File: src/rtl/tgi_pkg.sv
package tgi_pkg;

  localparam int AXIS_POINTS_DEF = 16;
  localparam int FRAC_BITS       = 12;
  localparam int VALUE_BITS      = 24;
  localparam int COORD_BITS      = 16;
  localparam int INT_BITS        = COORD_BITS - FRAC_BITS;
  localparam int IDX_BITS        = 4;
  localparam int SIZE_BITS       = 5;
  localparam int CFG_IDX_BITS    = 2;
  localparam int CHK_BITS        = 8;

  // datapath widths: weights span 0..2^FRAC_BITS
  localparam int W_BITS     = FRAC_BITS + 1;
  localparam int C_BITS     = VALUE_BITS + FRAC_BITS + 1;
  localparam int D_BITS     = VALUE_BITS + 2 * FRAC_BITS + 1;
  localparam int A_BITS     = D_BITS - FRAC_BITS;
  localparam int HI_BITS    = D_BITS;
  localparam int LO_BITS    = 2 * FRAC_BITS + 1;
  localparam int ROUND_BITS = 3 * FRAC_BITS + 1;
  localparam int T_BITS     = HI_BITS + 1;

  localparam logic [W_BITS-1:0]    W_ONE      = W_BITS'(1) << FRAC_BITS;
  localparam logic [SIZE_BITS-1:0] SIZE_RESET = SIZE_BITS'(16);

  typedef enum logic {
    MODE_LOAD  = 1'b0,
    MODE_QUERY = 1'b1
  } mode_e;

  typedef enum logic [1:0] {
    STATUS_OK     = 2'd0,
    STATUS_RANGE  = 2'd1,
    STATUS_STORED = 2'd2
  } status_e;

  typedef enum logic [CFG_IDX_BITS-1:0] {
    CFG_SIZE_X = 2'd0,
    CFG_SIZE_Y = 2'd1,
    CFG_SIZE_Z = 2'd2
  } cfg_idx_e;

  typedef enum logic [1:0] {
    ST_IDLE,
    ST_READ,
    ST_WAIT,
    ST_RESULT
  } seq_state_e;

  typedef struct packed {
    logic [W_BITS-1:0] wx0;
    logic [W_BITS-1:0] wx1;
    logic [W_BITS-1:0] wy0;
    logic [W_BITS-1:0] wy1;
    logic [W_BITS-1:0] wz0;
    logic [W_BITS-1:0] wz1;
  } weights_t;

  // corner bit 0: x+1, bit 1: y+1, bit 2: z+1
  typedef struct packed {
    logic       valid;
    logic [2:0] corner;
  } rd_tag_t;

  typedef struct packed {
    logic                  valid;
    logic [VALUE_BITS-1:0] value;
    status_e               status;
  } result_t;

  typedef struct packed {
    logic [SIZE_BITS-1:0] x;
    logic [SIZE_BITS-1:0] y;
    logic [SIZE_BITS-1:0] z;
  } sizes_t;

endpackage

File: src/rtl/tgi_lerp_pipe.sv
module tgi_lerp_pipe (
  input  logic                                  clk_i,
  input  logic                                  rst_ni,
  input  tgi_pkg::rd_tag_t                      rd_tag_i,
  input  logic signed [tgi_pkg::VALUE_BITS-1:0] rd_data_i,
  input  tgi_pkg::weights_t                     weights_i,
  output logic                                  res_valid_o,
  output logic [tgi_pkg::VALUE_BITS-1:0]        res_value_o
);
  import tgi_pkg::*;

  localparam logic [ROUND_BITS-1:0] HALF = ROUND_BITS'(1) << (3 * FRAC_BITS - 1);
  localparam int SH_BITS = ROUND_BITS - FRAC_BITS;

  rd_tag_t t0_q, t1_q;

  logic signed [C_BITS-1:0] p1_q, acc_c_q, c_q;
  logic                     c_v_q;
  logic [1:0]               c_tag_q;

  logic signed [D_BITS-1:0] p2_q, acc_d_q, d_q;
  logic                     p2_v_q, d_v_q;
  logic [1:0]               p2_tag_q;
  logic                     d_tag_q;

  logic signed [HI_BITS-1:0] ph_q, acc_hi_q, hi_q;
  logic [LO_BITS-1:0]        pl_q, acc_lo_q, lo_q;
  logic                      p3_v_q, p3_tag_q, s_v_q;

  logic                  res_v_q;
  logic [VALUE_BITS-1:0] res_value_q;

  logic [W_BITS-1:0]                 wx, wy, wz;
  logic signed [VALUE_BITS+W_BITS:0] prod1;
  logic signed [C_BITS+W_BITS:0]     prod2;
  logic signed [A_BITS-1:0]          a_w;
  logic [FRAC_BITS-1:0]              b_w;
  logic signed [A_BITS+W_BITS:0]     prod_hi;
  logic [LO_BITS-1:0]                prod_lo;
  logic [ROUND_BITS-1:0]             rnd;
  logic signed [T_BITS-1:0]          t_w;

  always_comb begin
    wx      = t0_q.corner[0] ? weights_i.wx1 : weights_i.wx0;
    wy      = c_tag_q[0] ? weights_i.wy1 : weights_i.wy0;
    wz      = d_tag_q ? weights_i.wz1 : weights_i.wz0;
    prod1   = rd_data_i * $signed({1'b0, wx});
    prod2   = c_q * $signed({1'b0, wy});
    a_w     = d_q[D_BITS-1:FRAC_BITS];
    b_w     = d_q[FRAC_BITS-1:0];
    prod_hi = a_w * $signed({1'b0, wz});
    prod_lo = LO_BITS'(b_w) * LO_BITS'(wz);
    // z split into a*S + b: low part carries the rounding half, then feeds the high part
    rnd     = ROUND_BITS'(lo_q) + HALF;
    t_w     = T_BITS'(hi_q) + $signed({{(T_BITS - SH_BITS){1'b0}},
                                       rnd[ROUND_BITS-1:FRAC_BITS]});
  end

  always_ff @(posedge clk_i or negedge rst_ni) begin
    if (!rst_ni) begin
      t0_q    <= '0;
      t1_q    <= '0;
      c_v_q   <= 1'b0;
      p2_v_q  <= 1'b0;
      d_v_q   <= 1'b0;
      p3_v_q  <= 1'b0;
      s_v_q   <= 1'b0;
      res_v_q <= 1'b0;
    end else begin
      t0_q    <= rd_tag_i;
      t1_q    <= t0_q;
      c_v_q   <= t1_q.valid && t1_q.corner[0];
      p2_v_q  <= c_v_q;
      d_v_q   <= p2_v_q && p2_tag_q[0];
      p3_v_q  <= d_v_q;
      s_v_q   <= p3_v_q && p3_tag_q;
      res_v_q <= s_v_q;
    end
  end

  always_ff @(posedge clk_i) begin
    // x pass
    if (t0_q.valid) begin
      p1_q <= prod1[C_BITS-1:0];
    end
    if (t1_q.valid && !t1_q.corner[0]) begin
      acc_c_q <= p1_q;
    end
    if (t1_q.valid && t1_q.corner[0]) begin
      c_q     <= acc_c_q + p1_q;
      c_tag_q <= t1_q.corner[2:1];
    end
    // y pass
    if (c_v_q) begin
      p2_q     <= prod2[D_BITS-1:0];
      p2_tag_q <= c_tag_q;
    end
    if (p2_v_q && !p2_tag_q[0]) begin
      acc_d_q <= p2_q;
    end
    if (p2_v_q && p2_tag_q[0]) begin
      d_q     <= acc_d_q + p2_q;
      d_tag_q <= p2_tag_q[1];
    end
    // z pass
    if (d_v_q) begin
      ph_q     <= prod_hi[HI_BITS-1:0];
      pl_q     <= prod_lo;
      p3_tag_q <= d_tag_q;
    end
    if (p3_v_q && !p3_tag_q) begin
      acc_hi_q <= ph_q;
      acc_lo_q <= pl_q;
    end
    if (p3_v_q && p3_tag_q) begin
      hi_q <= acc_hi_q + ph_q;
      lo_q <= acc_lo_q + pl_q;
    end
    if (s_v_q) begin
      res_value_q <= t_w[2*FRAC_BITS +: VALUE_BITS];
    end
  end

  assign res_valid_o = res_v_q;
  assign res_value_o = res_value_q;

endmodule

File: config.mk
export PLATFORM = sky130hd
export DESIGN_NAME = tgi_lerp_pipe
export DESIGN_NICKNAME = d
export VERILOG_FILES = /design/src/rtl/tgi_pkg.sv /design/src/rtl/tgi_lerp_pipe.sv
export SDC_FILE = /design/constraint.sdc
export NUM_CORES = 2
export LEC_CHECK = 0
export ABC_CLOCK_PERIOD_IN_PS = 7200
export BUFFER_PORTS_ARGS = -buffer_cell sky130_fd_sc_hd__buf_4
export CORE_UTILIZATION = 59
export DETAILED_ROUTE_END_ITERATION = 6
export GPL_ROUTABILITY_DRIVEN = 0
export PLACE_DENSITY = 0.79
export REMOVE_ABC_BUFFERS = 1
export SYNTH_ARGS = -nofsm -noshare
export SYNTH_HDL_FRONTEND = slang
export SYNTH_SLANG_ARGS = --single-unit
File: constraint.sdc
create_clock -name clk_i -period 7.2 [get_ports clk_i]
set_input_delay 0.36 -clock clk_i [delete_from_list [all_inputs] [get_ports clk_i]]
set_output_delay 0.36 -clock clk_i [all_outputs]
set_load 0.01 [all_outputs]
# After elaboration in Yosys (flattened, before gate mapping)
# Index checks and enable logic that the tools add are counted.
# Widths: inputs -> output; s select.
# word_totals
regBits,521
out_inout_bits,25
# classes
addsub,6
multipliers,4
muxes,3
reduce_logical,9
# ops
operator,count
$add 49x49->49,1
$mul 37x14->49,1
$add 48x26->48,1
$add 48x48->48,1
$mul 37x14->48,1
$mux 13,3
$add 25x36->37 const B,1
$add 37x37->37,1
$mul 24x14->37,1
$add 25x25->25,1
$mul 12x13->25,1
$logic_and 1x1->1,6
$logic_not 1->1,3

# Longest topological paths before layout
# logic_depth
depth_word,2
depth_mapped,28
ltp_nobuf,26

# Worst setup path before layout
# No wires, ideal clock.
# synth_path
path_kind,flip-flop to flip-flop
from,register c_tag_q[0]
to,"register p2_q[48], data pin"
t_arrival_ps,7172
required_ps,6938
slack_ps,-233
path_stages_with_launch,28
path_cell_list,edfxtp_1 > clkbuf_1 > clkbuf_1 > mux2i_1 > clkbuf_1 > nor2b_1 > fa_1 > inv_1 > fa_1 > inv_1 > fa_1 > inv_1 > fa_1 > inv_1 > fa_1 > fa_1 > ha_1 > nor4_1 > o21ai_1 > o211a_1 > o2111ai_1 > a21oi_1 > o31a_1 > a31oi_2 > o21ai_1 > a311oi_1 > a211oi_1 > xnor2_1
# synth_between
elab_chain_len,2
# synth_lines
element,line,text
start: declaration,tgi_lerp_pipe.sv:19,logic [1:0] c_tag_q;
start signal: assignment,tgi_lerp_pipe.sv:91,c_tag_q <= t1_q.corner[2:1];
$mux 13,tgi_lerp_pipe.sv:45,wy = c_tag_q[0] ? weights_i.wy1 : weights_i.wy0;
$mul 37x14->49,tgi_lerp_pipe.sv:48,"prod2 = c_q * $signed({1'b0, wy});"
named net prod2[48],tgi_lerp_pipe.sv:35,logic signed [C_BITS+W_BITS:0] prod2;
end signal: assignment,tgi_lerp_pipe.sv:95,p2_q <= prod2[D_BITS-1:0];
end: declaration,tgi_lerp_pipe.sv:21,"logic signed [D_BITS-1:0] p2_q, acc_d_q, d_q;"
# The timed path passes the listed nets, and every way through them passes these cells.
# A chain may end at the register's enable or synchronous reset.

# Worst setup path in the final report
# layout_path
from,register d_tag_q
to,"register ph_q[46], data pin"
# layout_between
elab_chain_len,2
# layout_lines
element,line,text
start: declaration,tgi_lerp_pipe.sv:24,logic d_tag_q;
start signal: assignment,tgi_lerp_pipe.sv:103,d_tag_q <= p2_tag_q[1];
$mux 13,tgi_lerp_pipe.sv:46,wz = d_tag_q ? weights_i.wz1 : weights_i.wz0;
$mul 37x14->48,tgi_lerp_pipe.sv:51,"prod_hi = a_w * $signed({1'b0, wz});"
named net prod_hi[46],tgi_lerp_pipe.sv:38,logic signed [A_BITS+W_BITS:0] prod_hi;
end signal: assignment,tgi_lerp_pipe.sv:107,ph_q <= prod_hi[HI_BITS-1:0];
end: declaration,tgi_lerp_pipe.sv:26,"logic signed [HI_BITS-1:0] ph_q, acc_hi_q, hi_q;"
# The timed path passes the listed nets, and every way through them passes these cells.

==> impl_metrics.tcl <==
set metrics [dict create \
    place_inst 8763 \
    skew_ns 0.0428 \
    design.portCount 133 \
    ys.flop_type "edfxtp_1" \
    via_per_inst 5.52 \
    endpoint_kind "flop" \
    grt_pass1_wl_mm 255 \
    grt.total_usage_pct 25.7 \
    max_freq_mhz 141 \
    grt_overflow 0 \
    core-area_sq_um 120000 \
    wl_mm 152 \
    antenna_found_initial 5 \
    min_period_ns 7.09 \
    portBuffers 132 \
    cts_tree "built" \
    nets 9112 \
    place_hpwl_mm 123 \
    postLayoutCoreUtil_pct 64.6 \
    maxSlewViolCount 0 \
    layout-drive-gt1-share_pct 7.68 \
    grt_pass1_vias 53000 \
    cp.arrival_ns 7.46 \
    worstRegToRegCells 26 \
    async_flop_share_pct 2.75 \
    instances_no_fill 8890 \
    drv_cap 0 \
    wl_per_cell_um 17.1 \
    synth_common_cells "inv_1 (1,405), fa_1 (1,238), nand2_1 (914)" \
    cts-root-buf "clkbuf_16" \
    synth_most_common_cell "inv_1" \
    die_area_sq_um 122000 \
    layout_setup_ws_ns 0.113 \
    synth_edf_count 495 \
    clock_sinks 509 \
    ys_warn_count 0 \
    whs_ns 0.152 \
    seq_area_frac_synth_pct 21.4 \
    rsz0062_at_grt "yes" \
    dr.pass1.iters 6 \
    drc 0 \
    syn_to_final_growth_pct 8.64 \
    fin_crit_sh_pct 98.4 \
    dp_slack_ns -0.169 \
    synth_top_cell_by_area "fa_1" \
    path_class "flop to flop" \
    antenna_left 0 \
    clkLatencyLatePin_ns 0.66 \
    cts_max_level 2 \
    hold_violations 0 \
    yosys.cell_types.count 82 \
    initial_core_util_pct 59.5 \
    setup_viol 0 \
    grt_max_degree 76 \
    synth_area_sq_um 71200 \
    max-clock-path-buffers 3 \
    ys_ff_latch 509 \
    syn_inst 7112 \
    vias 49100 \
    synth_top_area_share_pct 34.8 \
    cp_max_fo 6 \
    critPathLaunchType "flop" \
    fillCellCount 9093 \
    status "complete, no violations" \
    cp.required_ns 7.57 \
    rows 127 \
    chipHeight_um 349 \
    clk_pin_slew_ns 0.07 \
    synth.area.top_cells "fa_1 (35%), edfxtp_1 (21%), ha_1 (9.4%)" \
    cts_made_buffers 57 \
    die_w_um 349 \
    drt_iter0_drc 3148 \
    syn_avg_cell_area_sq_um 10.0 \
    slew_headroom_pct 30.8 \
    hold_class "input port to flop" \
    min_path_cells 2 \
    worst_pin_slew_ns 1.04 \
]
logic make-up (layout without fill, tap and decap cells):
kind of cell,after synthesis,count (layout),synth area share (%)
AND/OR/NAND/NOR,1994,1994,13.6
adder cells (fa/ha/maj),1774,1774,44.2
buffers and inverters,1676,1841,8.84
AO/OA/AOI/OAI,793,793,7.35
flip-flops,509,509,21.4
XOR/XNOR,326,326,4.01
multiplexers,40,40,0.618
other,0,1,0
worst max-delay path: stages, from the launching register on:
cell	delay, ns
edfxtp_1	0.39
buf_6	0.15
mux2_4	0.34
buf_4	0.16
and2_1	0.17
fa_1	0.53
inv_1	0.05
fa_1	0.49
inv_1	0.05
fa_1	0.47
fa_1	0.51
fa_1	0.50
inv_1	0.05
fa_1	0.48
inv_1	0.05
ha_2	0.18
a211o_1	0.27
a211o_1	0.30
a211oi_2	0.18
a211oi_2	0.09
a22o_1	0.24
a31o_1	0.26
a21bo_2	0.27
a311oi_2	0.25
o31ai_1	0.10
a21oi_1	0.19
xnor2_1	0.08
metal layers:
| metal | routed length (um) | track usage (%) |
|---|---|---|
| met3 | 10800 | 3.95 |
| met1 | 60400 | 32.1 |
| met2 | 76100 | 45.8 |
| met4 | 4680 | 8.13 |
| met5 | 65 | 0 |
worst paths after layout:
| path | endpoint | start | slack [ns] |
|---|---|---|---|
| max in group asynchronous | c_v_q$_DFF_PN0_ | rst_ni | 6.72 |
| max reg2reg | ph_q[46]$_DFFE_PP_ | d_tag_q$_DFFE_PP_ | 0.11 |
| min in group asynchronous | d_v_q$_DFF_PN0_ | rst_ni | 0.16 |
| min | p1_q[0]$_DFFE_PP_ | rd_data_i[0] | 0.15 |
| max | ph_q[46]$_DFFE_PP_ | d_tag_q$_DFFE_PP_ | 0.11 |
| min reg2reg | t1_q[1]$_DFF_PN0_ | t0_q[1]$_DFF_PN0_ | 0.36 |
repair_timing:
item	CTS	global route
cloned	0	1
hold endpoints to repair	18	0
pin swaps	4	47
resized for setup	16	99
endpoints found under the setup margin	19	28
buffers inserted	1	13
hold buffers	5	0
per-stage QoR:
stage | area [sq um] | setup TNS (ns)
finish | 77400 | 0
global route | 77400 | -0.563
CTS | 76800 | 0
detailed placement | 74800 | -0.805
global placement | 74800 | -0.157
floorplan | 70200 | -9.66
state kept, by name, summed over array words and instances (netlist names), 2 cells and up:
name	flops
acc_c_q	37
acc_d_q	49
acc_hi_q	48
acc_lo_q	25
c_q	37
c_tag_q	2
d_q	49
hi_q	48
lo_q	13
p1_q	37
p2_q	49
p2_tag_q	2
ph_q	48
pl_q	25
res_value_o	24
t0_q	4
t1_q	4
cell usage in the layout, fill, tap and decap left out, types with 21 or more instances in the layout:
master / n
inv_1: 1404
fa_1: 1232
nand2_1: 910
ha_1: 526
edfxtp_1: 495
and2_1: 407
buf_4: 291
nor2b_1: 249
xnor2_1: 244
a21oi_1: 221
nor2_1: 163
a21o_1: 150
o21ai_0: 87
xor2_1: 82
clkbuf_16: 58
nand3_1: 52
o21a_1: 51
nor3_1: 43
nand2b_1: 41
o21bai_1: 40
nand4_1: 38
o21ai_1: 36
and3_1: 35
a211oi_1: 30
a31oi_1: 24
o211ai_1: 21
area by class of cell:
cell class              count  area [sq um]  share of cell area [%]
multi-input cells        4927         50200                    64.9
repair buffers            330          2790                    3.61
inverters                1405          5270                    6.82
clock buffers              68          1490                    1.92
clock inverters            38           349                   0.451
well taps                1612          2020                    2.61
diodes                      1          2.50                 0.00323
flip-flops and latches    509         15200                    19.7
Power is not shown: default switching activity piles up to over one toggle a cycle in this logic, so the estimate is an artifact.
