[config.mk]
export PLATFORM = sky130hd
export DESIGN_NAME = tgi_seq_flat
export DESIGN_NICKNAME = d
export VERILOG_FILES = /design/src/rtl/tgi_pkg.sv /design/src/rtl/tgi_if.sv /design/src/rtl/tgi_seq.sv /design/src/flat_wrapper.sv
export SDC_FILE = /design/constraint.sdc
export NUM_CORES = 1
export LEC_CHECK = 0
export BUFFER_PORTS_ARGS = -buffer_cell sky130_fd_sc_hd__buf_2
export CORE_ASPECT_RATIO = 0.7
export CORE_MARGIN = 8
export CORE_UTILIZATION = 25
export CTS_CLUSTER_SIZE = 25
export DETAILED_ROUTE_END_ITERATION = 6
export PLACE_DENSITY = 0.61
export REMOVE_ABC_BUFFERS = 1
export SLEW_MARGIN = 20
export SYNTH_ARGS = -nofsm -noshare
export SYNTH_HDL_FRONTEND = slang
export SYNTH_SLANG_ARGS = --single-unit
[constraint.sdc]
create_clock -name clk_i -period 4.9 [get_ports clk_i]
set_clock_uncertainty 0.15 [all_clocks]
set_input_delay 0.49 -clock clk_i [delete_from_list [all_inputs] [get_ports clk_i]]
set_output_delay 0.49 -clock clk_i [all_outputs]
set_load 0.005 [all_outputs]
[src/rtl/tgi_pkg.sv]
package tgi_pkg;

  localparam int AXIS_POINTS_DEF = 16;
  localparam int FRAC_BITS       = 12;
  localparam int VALUE_BITS      = 24;
  localparam int COORD_BITS      = 16;
  localparam int INT_BITS        = COORD_BITS - FRAC_BITS;
  localparam int IDX_BITS        = 4;
  localparam int SIZE_BITS       = 5;
  localparam int CFG_IDX_BITS    = 2;
  localparam int CHK_BITS        = 8;

  // datapath widths: weights span 0..2^FRAC_BITS
  localparam int W_BITS     = FRAC_BITS + 1;
  localparam int C_BITS     = VALUE_BITS + FRAC_BITS + 1;
  localparam int D_BITS     = VALUE_BITS + 2 * FRAC_BITS + 1;
  localparam int A_BITS     = D_BITS - FRAC_BITS;
  localparam int HI_BITS    = D_BITS;
  localparam int LO_BITS    = 2 * FRAC_BITS + 1;
  localparam int ROUND_BITS = 3 * FRAC_BITS + 1;
  localparam int T_BITS     = HI_BITS + 1;

  localparam logic [W_BITS-1:0]    W_ONE      = W_BITS'(1) << FRAC_BITS;
  localparam logic [SIZE_BITS-1:0] SIZE_RESET = SIZE_BITS'(16);

  typedef enum logic {
    MODE_LOAD  = 1'b0,
    MODE_QUERY = 1'b1
  } mode_e;

  typedef enum logic [1:0] {
    STATUS_OK     = 2'd0,
    STATUS_RANGE  = 2'd1,
    STATUS_STORED = 2'd2
  } status_e;

  typedef enum logic [CFG_IDX_BITS-1:0] {
    CFG_SIZE_X = 2'd0,
    CFG_SIZE_Y = 2'd1,
    CFG_SIZE_Z = 2'd2
  } cfg_idx_e;

  typedef enum logic [1:0] {
    ST_IDLE,
    ST_READ,
    ST_WAIT,
    ST_RESULT
  } seq_state_e;

  typedef struct packed {
    logic [W_BITS-1:0] wx0;
    logic [W_BITS-1:0] wx1;
    logic [W_BITS-1:0] wy0;
    logic [W_BITS-1:0] wy1;
    logic [W_BITS-1:0] wz0;
    logic [W_BITS-1:0] wz1;
  } weights_t;

  // corner bit 0: x+1, bit 1: y+1, bit 2: z+1
  typedef struct packed {
    logic       valid;
    logic [2:0] corner;
  } rd_tag_t;

  typedef struct packed {
    logic                  valid;
    logic [VALUE_BITS-1:0] value;
    status_e               status;
  } result_t;

  typedef struct packed {
    logic [SIZE_BITS-1:0] x;
    logic [SIZE_BITS-1:0] y;
    logic [SIZE_BITS-1:0] z;
  } sizes_t;

endpackage

[src/rtl/tgi_if.sv]
interface tgi_req_if;
  logic                                   valid;
  logic                                   ready;
  logic                                   mode;
  logic [tgi_pkg::IDX_BITS-1:0]           grid_x;
  logic [tgi_pkg::IDX_BITS-1:0]           grid_y;
  logic [tgi_pkg::IDX_BITS-1:0]           grid_z;
  logic signed [tgi_pkg::VALUE_BITS-1:0]  sample;
  logic [tgi_pkg::COORD_BITS-1:0]         coord_x;
  logic [tgi_pkg::COORD_BITS-1:0]         coord_y;
  logic [tgi_pkg::COORD_BITS-1:0]         coord_z;

  modport source (output valid, mode, grid_x, grid_y, grid_z, sample,
                  coord_x, coord_y, coord_z, input ready);
  modport sink   (input valid, mode, grid_x, grid_y, grid_z, sample,
                  coord_x, coord_y, coord_z, output ready);
endinterface


[src/rtl/tgi_seq.sv]
module tgi_seq #(
  parameter int AXIS_POINTS = tgi_pkg::AXIS_POINTS_DEF
) (
  input  logic                                   clk_i,
  input  logic                                   rst_ni,
  tgi_req_if.sink                                req_i,
  input  tgi_pkg::sizes_t                        sizes_i,
  output logic                                   we_o,
  output logic [3*$clog2(AXIS_POINTS)-1:0]       waddr_o,
  output logic                                   re_o,
  output logic [3*$clog2(AXIS_POINTS)-1:0]       raddr_o,
  output tgi_pkg::rd_tag_t                       rd_tag_o,
  output tgi_pkg::weights_t                      weights_o,
  input  logic                                   pipe_valid_i,
  input  logic [tgi_pkg::VALUE_BITS-1:0]         pipe_value_i,
  output tgi_pkg::result_t                       result_o,
  input  logic                                   take_i
);
  import tgi_pkg::*;

  localparam int AW = $clog2(AXIS_POINTS);
  localparam logic [CHK_BITS-1:0] POINTS = CHK_BITS'(AXIS_POINTS);

  function automatic logic [CHK_BITS-1:0] limit_of(logic [SIZE_BITS-1:0] s);
    logic [CHK_BITS-1:0] e;
    e = CHK_BITS'(s);
    return (e < POINTS) ? e : POINTS;
  endfunction

  seq_state_e state_q, state_d;
  logic [2:0]            k_q;
  logic [AW-1:0]         bx_q, by_q, bz_q;
  weights_t              weights_q;
  logic [VALUE_BITS-1:0] value_q;
  status_e               status_q;

  logic                  accept, is_query, oor, load_ok;
  logic [INT_BITS-1:0]   xi, yi, zi;
  logic [CHK_BITS-1:0]   xe, ye, ze, gxe, gye, gze;
  logic [FRAC_BITS-1:0]  fx, fy, fz;

  always_comb begin
    xi  = req_i.coord_x[COORD_BITS-1:FRAC_BITS];
    yi  = req_i.coord_y[COORD_BITS-1:FRAC_BITS];
    zi  = req_i.coord_z[COORD_BITS-1:FRAC_BITS];
    fx  = req_i.coord_x[FRAC_BITS-1:0];
    fy  = req_i.coord_y[FRAC_BITS-1:0];
    fz  = req_i.coord_z[FRAC_BITS-1:0];
    xe  = CHK_BITS'(xi);
    ye  = CHK_BITS'(yi);
    ze  = CHK_BITS'(zi);
    gxe = CHK_BITS'(req_i.grid_x);
    gye = CHK_BITS'(req_i.grid_y);
    gze = CHK_BITS'(req_i.grid_z);
    // upper corner must sit inside both the configured size and the store
    oor = (xe + CHK_BITS'(1) >= limit_of(sizes_i.x)) ||
          (ye + CHK_BITS'(1) >= limit_of(sizes_i.y)) ||
          (ze + CHK_BITS'(1) >= limit_of(sizes_i.z));
    load_ok = (gxe < POINTS) && (gye < POINTS) && (gze < POINTS);
  end

  assign req_i.ready = (state_q == ST_IDLE);
  assign accept      = req_i.valid && req_i.ready;
  assign is_query    = (req_i.mode == MODE_QUERY);

  assign we_o    = accept && !is_query && load_ok;
  assign waddr_o = {gze[AW-1:0], gye[AW-1:0], gxe[AW-1:0]};

  always_ff @(posedge clk_i or negedge rst_ni) begin
    if (!rst_ni) begin
      state_q <= ST_IDLE;
      k_q     <= '0;
    end else begin
      state_q <= state_d;
      if (state_q == ST_READ) begin
        k_q <= k_q + 3'd1;
      end else begin
        k_q <= '0;
      end
    end
  end

  always_comb begin
    state_d         = state_q;
    re_o            = 1'b0;
    raddr_o         = {bz_q + AW'(k_q[2]), by_q + AW'(k_q[1]), bx_q + AW'(k_q[0])};
    rd_tag_o.valid  = 1'b0;
    rd_tag_o.corner = k_q;
    result_o.valid  = 1'b0;
    result_o.value  = value_q;
    result_o.status = status_q;
    unique case (state_q)
      ST_IDLE: begin
        if (accept) begin
          state_d = (is_query && !oor) ? ST_READ : ST_RESULT;
        end
      end
      ST_READ: begin
        re_o           = 1'b1;
        rd_tag_o.valid = 1'b1;
        if (k_q == 3'd7) begin
          state_d = ST_WAIT;
        end
      end
      ST_WAIT: begin
        if (pipe_valid_i) begin
          state_d = ST_RESULT;
        end
      end
      ST_RESULT: begin
        result_o.valid = 1'b1;
        if (take_i) begin
          state_d = ST_IDLE;
        end
      end
      default: state_d = ST_IDLE;
    endcase
  end

  always_ff @(posedge clk_i) begin
    if (accept) begin
      value_q <= '0;
      if (!is_query) begin
        status_q <= STATUS_STORED;
      end else if (oor) begin
        status_q <= STATUS_RANGE;
      end else begin
        status_q      <= STATUS_OK;
        bx_q          <= xe[AW-1:0];
        by_q          <= ye[AW-1:0];
        bz_q          <= ze[AW-1:0];
        weights_q.wx1 <= W_BITS'(fx);
        weights_q.wx0 <= W_ONE - W_BITS'(fx);
        weights_q.wy1 <= W_BITS'(fy);
        weights_q.wy0 <= W_ONE - W_BITS'(fy);
        weights_q.wz1 <= W_BITS'(fz);
        weights_q.wz0 <= W_ONE - W_BITS'(fz);
      end
    end else if (state_q == ST_WAIT && pipe_valid_i) begin
      value_q <= pipe_value_i;
    end
  end

  assign weights_o = weights_q;

endmodule

[src/flat_wrapper.sv]
// flat-port wrapper written by rule: the top's interface ports become plain ports
module tgi_seq_flat import tgi_pkg::*;
#(
  parameter int AXIS_POINTS = tgi_pkg::AXIS_POINTS_DEF
)
  (clk_i, rst_ni, sizes_i, we_o, waddr_o, re_o, raddr_o, rd_tag_o, weights_o, pipe_valid_i, pipe_value_i, result_o, take_i, req_i_valid, req_i_mode, req_i_grid_x, req_i_grid_y, req_i_grid_z, req_i_sample, req_i_coord_x, req_i_coord_y, req_i_coord_z, req_i_ready);
  tgi_req_if req_i_i ();
  input  logic clk_i;
  input  logic rst_ni;
  input  tgi_pkg::sizes_t sizes_i;
  output logic we_o;
  output logic [3*$clog2(AXIS_POINTS)-1:0] waddr_o;
  output logic re_o;
  output logic [3*$clog2(AXIS_POINTS)-1:0] raddr_o;
  output tgi_pkg::rd_tag_t rd_tag_o;
  output tgi_pkg::weights_t weights_o;
  input  logic pipe_valid_i;
  input  logic [tgi_pkg::VALUE_BITS-1:0] pipe_value_i;
  output tgi_pkg::result_t result_o;
  input  logic take_i;
  input wire logic [$bits(req_i_i.valid)-1:0] req_i_valid;
  input wire logic [$bits(req_i_i.mode)-1:0] req_i_mode;
  input wire logic [$bits(req_i_i.grid_x)-1:0] req_i_grid_x;
  input wire logic [$bits(req_i_i.grid_y)-1:0] req_i_grid_y;
  input wire logic [$bits(req_i_i.grid_z)-1:0] req_i_grid_z;
  input wire logic [$bits(req_i_i.sample)-1:0] req_i_sample;
  input wire logic [$bits(req_i_i.coord_x)-1:0] req_i_coord_x;
  input wire logic [$bits(req_i_i.coord_y)-1:0] req_i_coord_y;
  input wire logic [$bits(req_i_i.coord_z)-1:0] req_i_coord_z;
  output wire logic [$bits(req_i_i.ready)-1:0] req_i_ready;
  assign req_i_i.valid = req_i_valid;
  assign req_i_i.mode = req_i_mode;
  assign req_i_i.grid_x = req_i_grid_x;
  assign req_i_i.grid_y = req_i_grid_y;
  assign req_i_i.grid_z = req_i_grid_z;
  assign req_i_i.sample = req_i_sample;
  assign req_i_i.coord_x = req_i_coord_x;
  assign req_i_i.coord_y = req_i_coord_y;
  assign req_i_i.coord_z = req_i_coord_z;
  assign req_i_ready = req_i_i.ready;
  tgi_seq #(.AXIS_POINTS(AXIS_POINTS)) u_core (.clk_i(clk_i), .rst_ni(rst_ni), .req_i(req_i_i), .sizes_i(sizes_i), .we_o(we_o), .waddr_o(waddr_o), .re_o(re_o), .raddr_o(raddr_o), .rd_tag_o(rd_tag_o), .weights_o(weights_o), .pipe_valid_i(pipe_valid_i), .pipe_value_i(pipe_value_i), .result_o(result_o), .take_i(take_i));
endmodule
# After elaboration in Yosys (flattened, before gate mapping)
# Cells that the tools add are included.
totals:
  mem_count: 0
  elab_cells: 62
  romBits: 0
  latchBits: 0
  ff_bits: 118
  mem_bits_rw: 0
classes:
  n_addsub: 10
  magnitude_cmp: 6
  reduce_logical: 11
  div_mod_pow: 0
  shift: 0
  n_eq_ne: 8
  n_mul: 0
  n_mux: 13
  bitwise: 1
op_table:
  columns: ["operator", "n"]
  rows:
  - ["$sub A13 B12 Y13 const A", 3]
  - ["$ge A8 B8 Y1", 3]
  - ["$add A4 B1 Y5 const B", 3]
  - ["$lt A5 B5 Y1 const B", 3]
  - ["$mux W5", 3]
  - ["$add A4 B1 Y4", 3]
  - ["$mux W2", 5]
  - ["$ne A2 B2 Y1 const B", 4]
  - ["$pmux W2 S4", 1]
  - ["$eq A2 B2 Y1 const B", 2]
  - ["$logic_and A1 B1 Y1", 4]
  - ["$reduce_and A4 Y1", 1]
  - ["$add A3 B1 Y3 const B", 1]
  - ["$eq A3 B3 Y1 const B", 1]
  - ["$mux W1", 3]
  - ["$mux W3", 1]
  - ["$reduce_and A3 Y1", 1]
  - ["$eq A2 B1 Y1 const B", 1]
  - ["$logic_not A1 Y1", 2]
  - ["$logic_not A2 Y1", 1]
  - ["$logic_or A1 B1 Y1", 2]
  - ["$not A1 Y1", 1]

# Longest topological paths before layout
# Gate-level depths: netlist of run 1.
depth:
  depth_word: 10
  depth_mapped: 8
  depth_no_buf: 8

# Worst setup path before layout of run 1
# OpenSTA, ideal clock, no wires.
synth_path:
  path_type: "input -> register"
  startpoint: "input port req_i_coord_x[12]"
  endpoint: "register u_core.bx_q[0], enable pin"
  setup_time_ns: 0.452
  path_stages: 7
  t_arrival_ns: 3.754
  path_slack_ns: 0.543
  cell_sequence: "ha_1 -> and3_1 -> ha_1 -> a22o_1 -> nor4_1 -> and4_1 -> and3_1"
synth_between:
  elab_chain_len: 6
synth_lines:
  columns: ["item", "line", "rtl"]
  rows:
  - ["start, declared", "flat_wrapper.sv:27", "input wire logic [$bits(req_i_i.coord_x)-1:0] req_i_coord_x;"]
  - ["$add A4 B1 Y5", "tgi_seq.sv:56", "oor = (xe + CHK_BITS'(1) >= limit_of(sizes_i.x)) ||"]
  - ["$ge A8 B8 Y1", "tgi_seq.sv:56", null]
  - ["$logic_or A1 B1 Y1", "tgi_seq.sv:56", null]
  - ["$logic_or A1 B1 Y1", "tgi_seq.sv:57", "(ye + CHK_BITS'(1) >= limit_of(sizes_i.y)) ||"]
  - ["$not A1 Y1 (no line)", null, null]
  - ["$reduce_and A3 Y1 (no line)", null, null]
  - ["end signal, assigned", "tgi_seq.sv:129", "bx_q <= xe[AW-1:0];"]
  - ["end, declared", "tgi_seq.sv:32", "logic [AW-1:0] bx_q, by_q, bz_q;"]
# Every way passes these cells.
# A chain may end at the register's enable or synchronous reset.

# Worst setup path in the final report of run 1
layout_path:
  startpoint: "input port req_i_coord_x[12]"
  endpoint: "register u_core.weights_q, in the netlist u_core.weights_o[41], enable pin"
layout_between:
  elab_chain_len: 6
layout_lines:
  columns: ["item", "line", "rtl"]
  rows:
  - ["$add A4 B1 Y5", "tgi_seq.sv:56", null]
  - ["$ge A8 B8 Y1", "tgi_seq.sv:56", null]
  - ["$logic_or A1 B1 Y1", "tgi_seq.sv:56", null]
  - ["$logic_or A1 B1 Y1", "tgi_seq.sv:57", null]
  - ["$not A1 Y1 (no line)", null, null]
  - ["$reduce_and A3 Y1 (no line)", null, null]
  - ["end, declared", "tgi_seq.sv:33", "weights_t weights_q;"]
# Every way passes these cells.

==> results of run 1 <==
-- path summary, 6_finish.rpt --
check	depth (start not counted)	slack, ns	end	from
max	9	1.90	u_core.weights_o[41]	req_i_coord_x[12]
min	1	0.15	u_core.weights_o[37]	req_i_coord_y[11]
max reg2reg	5	2.59	u_core.weights_o[41]	u_core.state_q[1]
min reg2reg	2	0.30	u_core.value_q[17]	u_core.value_q[17]
max in group asynchronous	2	4.18	u_core.k_q[2]	rst_ni
min in group asynchronous	2	0.29	u_core.state_q[1]	rst_ni
-- metal layers --
| metal | up-vias | wire length (um) | GRT usage (%) | share of wire, % |
|---|---|---|---|---|
| met2 | 145 | 5850 | 15.7 | 44 |
| met3 | 7 | 1290 | 4.62 | 9.7 |
| met4 | 0 | 138 | 3.21 | 1.0 |
| met1 | 1680 | 5990 | 12.9 | 45 |
| met5 | - | 0 | 0.998 | 0 |
| li1 | 1828 | - | - | - |
-- report_power, final --
| group | internal, uW | leakage (uW) | switching, uW | total [uW] |
|---|---|---|---|---|
| Combinational | 248 | 0.00162 | 301 | 549 |
| Clock | 815 | 0.000298 | 472 | 1290 |
| Sequential | 1170 | 0.00105 | 55.8 | 1230 |
| Total | 2240 | 0.00297 | 829 | 3060 |
-- kinds of logic after synthesis --
family / after synthesis / synth area share, %
other cells: 1 / 0.0740
simple gates: 133 / 12.8
buf+inv: 42 / 4.52
fa+ha+maj: 33 / 8.15
xor+xnor: 42 / 7.26
compound gates: 38 / 4.30
flops: 115 / 62.9
-- what timing repair did --
| item | in CTS | in global routing |
|---|---|---|
| resized for setup | 0 | 0 |
| endpoints found under the hold margin | 5 | 0 |
| hold buffers | 1 | 0 |
-- stage by stage --
| stage | utilization [%] | instances | power [uW] |
|---|---|---|---|
| 6_report | 35.1 | 897 | 3060 |
| 5_1_grt | 35.1 | 897 | 3240 |
| 3_3_place_gp | 31.9 | 864 | 1800 |
| 2_1_floorplan | - | 379 | 1530 |
| 3_5_place_dp | 31.9 | 864 | 1810 |
| 4_1_cts | 35.1 | 897 | 3120 |
-- synthesized netlist by cell type --
library cell,n
nand3_1,8
clkbuf_1,8
inv_1,15
o32ai_1,1
o221ai_1,1
buf_4,19
a31oi_1,1
dfrtp_1,5
and3_1,4
nor3_2,2
nor4_2,1
and2_1,6
edfxtp_1,86
dfxtp_1,24
nor4_1,6
ha_1,33
a21oi_1,26
o211ai_1,1
nor3_1,9
conb_1,1
nor2_1,13
nand3b_1,2
xor2_1,16
or3_1,2
nand2b_1,3
nand2_1,66
o2111ai_1,1
nor2b_1,5
xnor2_1,26
a211o_1,1
a22o_1,1
o21ai_0,4
and4_1,1
or3_4,1
or3b_4,1
nor3b_1,1
or4_1,1
o32a_1,1
nand4b_1,1
-- sequential cells by signal, summed over array words and instances (netlist names) --
signal / flops
u_core.bx_q: 4
u_core.by_q: 4
u_core.bz_q: 4
u_core.k_q: 3
u_core.state_q: 2
u_core.status_q: 2
u_core.value_q: 24
u_core.weights_o: 72
-- cell type report --
type	instances	area share, %
multi-input cells	249	23.8
clock inverters	15	2.80
well taps	270	4.85
inverters	15	0.808
repair buffers	216	15.8
flip-flops and latches	115	45.8
clock buffers	17	6.11
==> impl_metrics.yaml, run 1 <==
setup_path:
  cp.required_ns: 4.83
  arrival_ns: 2.93
  slowest_stage: "and3_4"
  critPathMaxFanout: 54
  critPathMaxStageDelay_ns: 0.55
  cp-start-kind: "primary input"
  worst-setup-path-type: "primary input to flip-flop"
  crit_family: "simple AND/OR/NAND/NOR gates"
  crit_buf_inv: 2
  cp_cell_sequence: "buf_2, ha_1, and3_1, ha_1, a22o_1, nor4_1, and4_1, and3_4, buf_12"
  crit_top_cell: "ha_1"
  worstSetupEndpointType: "flip-flop"
cells_and_area:
  final_nets: 776
  syn2layout_area_growth_pct: 37.5
  final_cell_mix: "213 x buf_2, 86 x edfxtp_1, 66 x nand2_1"
  seq_area_sq_um: 3190
  fill_cells: 2033
  multi_input_area_sq_um: 1660
  stdcell_area_sq_um: 6970
  drive_above_1_share_pct: 40.4
  num_antenna_cells: 0
  layout_commonest_cell: "buf_2"
placed_design:
  dp_hpwl_mm: 10.6
  placed_cell_area_sq_um: 6340
  dp_slack_ns: 1.44
  port-buffer-count: 213
  gp_congestion: 0.733
timing:
  hold_viol: 0
  rsz0062_at_grt: "no"
  fmax_mhz: 333
  layout_setup_ws_ns: 1.90
  final.setup.tns_ns: 0
  tightest_slew_ns: 0.852
  fin_hold_ws_ns: 0.154
  maxSlewViolCount: 0
  finalCritPeriodShare_pct: 61.3
  fin_crit_ns: 3.00
  finalSetupViolations: 0
  slew_headroom_pct: 43.2
power_and_ir_drop:
  leakagePower_uw: 0.00297
  ir_drop_v: 0.000210
  p_per_area_nw_per_um2: 440
clocking:
  clock_sinks: 115
  tritoncts: "built"
  path_clk_slew_ns: 0.06
  cts_max_level: 4
  cts_setup_buffers: 0
  clk_latency_ns: 0.40
  cts_max_path_buffers: 2
  clock-root-buffer: "clkbuf_16"
  cts_buffers: 17
job:
  cap_viol_max_count: 0
logic_synthesis:
  synth.area.top_cells: "edfxtp_1 51%, dfxtp_1 9.5%, ha_1 8.2%"
  ys_seq_elements: 115
  synth_area_sq_um: 5070
  synth_top_area_cell: "edfxtp_1"
  synth.avg_cell_area_sq_um: 12.5
  ys_types: 39
  ys_seq_area_share_pct: 62.9
  synth_top_area_share_pct: 51.0
  synth_cells: 404
  ys_warn_count: 0
floorplanning:
  num_rows: 43
  dieHeight_um: 135
  die_w_um: 186
  dieArea_sq_um: 25100
  core_sq_um: 19900
  floorplan.initialDensity_pct: 25.5
  io_pins: 265
global_route:
  grt_pass1_wl_mm: 20.1
  grt_pass1_vias: 3680
  grt_usage_pct: 10.4
  antenna_found_initial: 0
  grt_max_degree: 55
  grt_overflow: 0
drt:
  viasPerCell: 4.08
  wire_per_inst_um: 14.8
  via_count: 3660
  dr.pass1.iters: 4
  drc_errors: 0
  dr.first_iter.drc_count: 164
  ant_nets: 0
  wl_mm: 13.3
outcome:
  outcome: "completed"
min_path:
  hp-class: "primary input to flip-flop"
(Power assumes the default switching activity.)
==> run 2, diff against run 1 <==
--- a/config.mk
+++ b/config.mk
@@ -11,7 +11,7 @@
 export CORE_UTILIZATION = 25
 export CTS_CLUSTER_SIZE = 25
 export DETAILED_ROUTE_END_ITERATION = 6
-export PLACE_DENSITY = 0.61
+export PLACE_DENSITY = 0.63
 export REMOVE_ABC_BUFFERS = 1
 export SLEW_MARGIN = 20
 export SYNTH_ARGS = -nofsm -noshare
==> constraint.sdc (replaced) <==
create_clock -name clk_i -period 2.71 [get_ports clk_i]
set_clock_uncertainty 0.15 [all_clocks]
set_input_delay 0.271 -clock clk_i [delete_from_list [all_inputs] [get_ports clk_i]]
set_output_delay 0.271 -clock clk_i [all_outputs]
set_load 0.005 [all_outputs]
==> run 2 against run 1 <==
  * Critical path depth rose by 2
  * Register-to-register slack got worse by 1.8 ns
  * Die area did not move
  * Combinational power rose by 110%
  * Via count rose by 11%
  * Largest power group is now registers
  * Core utilization rose by 5.0 points
  * Sequential power rose by 80%
  * Clock-buffer cell count rose by 2
  * First-iteration DRC count fell by 38%
  * Sequential share of layout area fell by 5.7 points
  * Total power rose by 79%
  * Largest cell class unchanged
  * Critical path type unchanged
  * Worst setup slack got worse by 1.8 ns
  * Critical endpoint is now u_core.weights_o[10]
==> impl_metrics.yaml, run 2 (same netlist as run 1, synthesis figures left out) <==
floorplanning:
  die_w_um: 186
  floorplan.initialDensity_pct: 25.5
  dieArea_sq_um: 25100
  core_sq_um: 19900
  dieHeight_um: 135
  io_pins: 265
  num_rows: 43
setup_path:
  r2r_start: "u_core.state_q[1]"
  worst-setup-path-type: "primary input to flip-flop"
  arrival_ns: 2.63
  critPathMaxFanout: 7
  cp-start-kind: "primary input"
  crit_start: "req_i_coord_z[13]"
  worstSetupEndpointType: "flip-flop"
  cp.required_ns: 2.68
global_route:
  antenna_found_initial: 0
  grt_pass1_vias: 4179
  grt_overflow: 0
  grt_max_degree: 28
  grt_usage_pct: 11.6
  grt_pass1_wl_mm: 22.3
clocking:
  clock_sinks: 115
  cts_buffers: 17
  clk_latency_ns: 0.40
  tritoncts: "built"
  cts_max_path_buffers: 2
  path_clk_slew_ns: 0.05
  clock-root-buffer: "clkbuf_16"
  cts_max_level: 4
placed_design:
  port-buffer-count: 213
  dp_cells: 875
  gp_congestion: 0.761
  dp_hpwl_mm: 11.0
  placed_cell_area_sq_um: 6460
power_and_ir_drop:
  p_per_area_nw_per_um2: 691
  leakagePower_uw: 0.00339
  ir_drop_v: 0.000405
min_path:
  hp-class: "primary input to flip-flop"
  min_from: "req_i_coord_x[12]"
cells_and_area:
  num_antenna_cells: 0
  final_nets: 870
  final_cell_mix: "212 x buf_2, 86 x edfxtp_1, 71 x dlygate4sd3_1"
  layout_commonest_cell: "buf_2"
  drive_above_1_share_pct: 38.3
  fin_cells: 990
  syn2layout_area_growth_pct: 57.0
  largest_register_ff_count: 72
  stdcell_area_sq_um: 7950
  final_core_util_pct: 40.1
  fill_cells: 1885
outcome:
  outcome: "completed"
timing:
  fin_crit_ns: 2.66
  finalSetupViolations: 0
  hold_viol: 0
  fin_hold_ws_ns: 0.0273
  final.setup.tns_ns: 0
  maxSlewViolCount: 0
  finalCritPeriodShare_pct: 98.1
  fmax_mhz: 376
drt:
  dr.first_iter.drc_count: 102
  viasPerCell: 4.10
  via_count: 4060
  dr.pass1.iters: 4
  wire_per_inst_um: 15.6
  ant_nets: 0
  drc_errors: 0
  wl_mm: 15.5
job:
  cap_viol_max_count: 0
## run 2: path summary, 6_finish.rpt
kind	to	slack, ns	cells after the start
worst max-delay path	u_core.weights_o[10]	0.05	11
worst min-delay path	u_core.bx_q[0]	0.03	2
worst max register to register	u_core.weights_o[10]	0.81	6
worst min register to register	u_core.value_q[20]	0.30	2
max in group asynchronous	u_core.k_q[2]	2.20	2
min in group asynchronous	u_core.k_q[0]	0.07	2
## run 2: critical path, cell delays in order
cell and delay (ns):
dlygate4sd3_1 0.53, buf_4 0.15, ha_2 0.31, ha_2 0.27
o21ai_2 0.12, o21ai_1 0.07, o211ai_1 0.10, and4_4 0.27
and3_4 0.23, buf_12 0.15, clkbuf_16 0.15
## run 2: per-stage QoR
step | setup slack (ns) | total power [uW]
2_1_floorplan | -1.43 | 2770
3_3_place_gp | 0.0205 | 3280
3_5_place_dp | 0.0199 | 3300
4_1_cts | 0.0368 | 5530
5_1_grt | -0.0155 | 5820
6_report | 0.0505 | 5490
## run 2: power breakdown
part | leakage (uW) | internal, uW | switching [uW]
clock network | 0.000265 | 1330 | 783
registers | 0.00105 | 2120 | 103
logic | 0.00208 | 575 | 581
## run 2: area by class of cell
class	instances	area (sq um)	area share [%]
Clock inverter	12	115	1.45
Multi-Input combinational cell	249	1680	21.1
Sequential cell	115	3190	40.1
Tap cell	270	338	4.25
Clock buffer	19	433	5.44
Inverter	15	56.3	0.708
Timing Repair Buffer	310	2140	27.0
## run 2: per-layer routing
layer	vias up	wire length (um)	global-route usage [%]
met3	17	1120	4.64
met2	145	7360	19.0
met5	-	0	0.998
met4	0	210	3.61
met1	1890	6760	13.6
li1	2008	-	-
## run 2: timing repair
| item | CTS | global route |
|---|---|---|
| hold endpoints to repair | 75 | 0 |
| setup buffers | 0 | 4 |
| resized for setup | 0 | 10 |
| setup endpoints to repair | 0 | 84 |
| hold buffers | 71 | 0 |
==> run 3, diff against run 2 <==
--- a/config.mk
+++ b/config.mk
@@ -6,12 +6,12 @@
 export NUM_CORES = 1
 export LEC_CHECK = 0
 export BUFFER_PORTS_ARGS = -buffer_cell sky130_fd_sc_hd__buf_2
-export CORE_ASPECT_RATIO = 0.7
+export CORE_ASPECT_RATIO = 1.4
 export CORE_MARGIN = 8
 export CORE_UTILIZATION = 25
 export CTS_CLUSTER_SIZE = 25
 export DETAILED_ROUTE_END_ITERATION = 6
-export PLACE_DENSITY = 0.63
+export PLACE_DENSITY = 0.61
 export REMOVE_ABC_BUFFERS = 1
 export SLEW_MARGIN = 20
 export SYNTH_ARGS = -nofsm -noshare
==> constraint.sdc (replaced) <==
create_clock -name clk_i -period 3.4 [get_ports clk_i]
set_clock_uncertainty 0.15 [all_clocks]
set_input_delay 0.34 -clock clk_i [delete_from_list [all_inputs] [get_ports clk_i]]
set_output_delay 0.34 -clock clk_i [all_outputs]
set_load 0.005 [all_outputs]
==> run 3 against run 2 <==
  * Non-clock buffer count fell by 34
  * Combinational power fell by 25%
  * First-iteration DRC count did not move
  * Largest power group unchanged
  * Highest routed layer is now met5
==> impl_metrics.yaml, run 3 (same netlist as run 1, synthesis figures left out) <==
outcome:
  outcome: "completed"
power_and_ir_drop:
  p_switching_uw: 1160
  p_clk_share_pct: 39.9
  power.internal_uw: 3240
  comb_power_share_pct: 19.8
  leakagePower_uw: 0.00321
  swShare_pct: 26.4
  ir_drop_v: 0.000329
  p_per_area_nw_per_um2: 584
  seq_power_share_pct: 40.3
clocking:
  cts_buffers: 17
  clk_latency_ns: 0.41
  cts_setup_buffers: 0
  path_clk_slew_ns: 0.06
  cts_max_level: 4
  clock_sinks: 115
  tritoncts: "built"
  cts_max_path_buffers: 2
  clock-root-buffer: "clkbuf_16"
setup_path:
  crit_top_cell: "ha_1"
  cp.required_ns: 3.36
  critPathMaxFanout: 17
  worst-setup-path-type: "primary input to flip-flop"
  slowest_stage: "dlygate4sd3_1"
  cp_cell_sequence: "dlygate4sd3_1, buf_2, ha_1, and3_1, ha_1, a22o_1, nor4_1, and4_1, and3_4, buf_4"
  critPathMaxStageDelay_ns: 0.53
  cp-start-kind: "primary input"
  crit_family: "simple AND/OR/NAND/NOR gates"
  crit_buf_inv: 3
  arrival_ns: 3.09
  worstSetupEndpointType: "flip-flop"
timing:
  hold_viol: 0
  rsz0062_at_grt: "no"
  slew_headroom_pct: 41.1
  tightest_slew_ns: 0.883
  finalSetupViolations: 0
  maxSlewViolCount: 0
  fmax_mhz: 320
  final.setup.tns_ns: 0
  finalCritPeriodShare_pct: 91.9
  fin_crit_ns: 3.12
placed_design:
  gp_congestion: 0.725
  placed_cell_area_sq_um: 6360
  dp_hpwl_mm: 11.2
  port-buffer-count: 213
drt:
  dr.first_iter.drc_count: 102
  viasPerCell: 4.20
  wl_mm: 14.7
  drc_errors: 0
  ant_nets: 0
  wire_per_inst_um: 15.7
  via_count: 3955
  dr.pass1.iters: 4
cells_and_area:
  fill_cells: 1954
  syn2layout_area_growth_pct: 48.6
  final_nets: 836
  largest_register_ff_count: 72
  stdcell_area_sq_um: 7530
  final_cell_mix: "213 x buf_2, 86 x edfxtp_1, 66 x nand2_1"
  final_core_util_pct: 37.9
  drive_above_1_share_pct: 36.7
  layout_commonest_cell: "buf_2"
global_route:
  grt_pass1_vias: 4201
  antenna_found_initial: 1
  grt_pass1_wl_mm: 21.9
  grt_max_degree: 29
  grt_overflow: 0
  grt_usage_pct: 11.7
floorplanning:
  io_pins: 265
  num_rows: 61
  dieHeight_um: 184
  dieArea_sq_um: 25100
  core_sq_um: 19800
  floorplan.initialDensity_pct: 25.5
  die_w_um: 136
job:
  cap_viol_max_count: 0
min_path:
  hp-class: "primary input to flip-flop"
==> run 3: changes by cell type in the layout (fill, tap and decap cells not counted), sizes merged <==
cell,previous run,this run
buf,234,218
clkinv,7,6
diode,0,2
inv,16,15
clkbuf,24,20
bufinv,2,3
dlygate4sd3,71,58
clkinvlp,2,3
==> run 3: cell type report <==
class	instances	area [sq um]	area share, %
multi-input cells	249	1660	22.1
clock buffers	20	437	5.80
clock inverters	12	141	1.88
well taps	252	315	4.19
diodes	2	5.00	0.0665
repair buffers	276	1720	22.9
inverters	15	56.3	0.748
flip-flops and latches	115	3190	42.4
==> run 3: power groups by stage <==
stage	Clock [uW]	Sequential [uW]	Combinational (uW)
detailed placement	0	1800	827
CTS	1810	1770	883
global route	1860	1790	983
finish	1760	1770	868
floorplan	0	1810	394
global placement	0	1790	813
==> run 3: path summary, 6_finish.rpt <==
path                       depth (start not counted)          startpoint  slack, ns                    to
max                                               10   req_i_coord_x[12]       0.28  u_core.weights_o[67]
min                                                1    req_i_coord_y[4]       0.03  u_core.weights_o[30]
max reg2reg                                        5   u_core.state_q[1]       1.38  u_core.weights_o[67]
min reg2reg                                        2  u_core.value_q[15]       0.30    u_core.value_q[15]
max in group asynchronous                          2              rst_ni       2.84         u_core.k_q[0]
min in group asynchronous                          2              rst_ni       0.12         u_core.k_q[1]
==> run 3: repair_timing <==
item | 4_1_cts | 5_1_grt
hold endpoints to repair | 62 | 0
hold buffers | 58 | 0
gates resized for setup | 0 | 0
==> run 3: stage by stage <==
stage | power [uW] | hold slack [ns] | setup slack [ns] | std cells
after floorplan | 2210 | -0.106 | -0.807 | 379
after global placement | 2610 | 0.0214 | 0.380 | 849
after detailed placement | 2630 | 0.0224 | 0.345 | 849
after CTS | 4460 | 0.000392 | 0.253 | 939
after global routing | 4640 | 0.00747 | 0.160 | 939
final | 4400 | 0.0262 | 0.276 | 941
==> run 3: routing by layer <==
| layer | up-vias | part of all wire, % | track usage [%] |
|---|---|---|---|
| li1 | 1946 | - | - |
| met1 | 1815 | 36 | 11.1 |
| met2 | 168 | 52 | 20.5 |
| met3 | 24 | 9.8 | 5.37 |
| met4 | 2 | 1.9 | 6.70 |
| met5 | - | 0.068 | 0 |
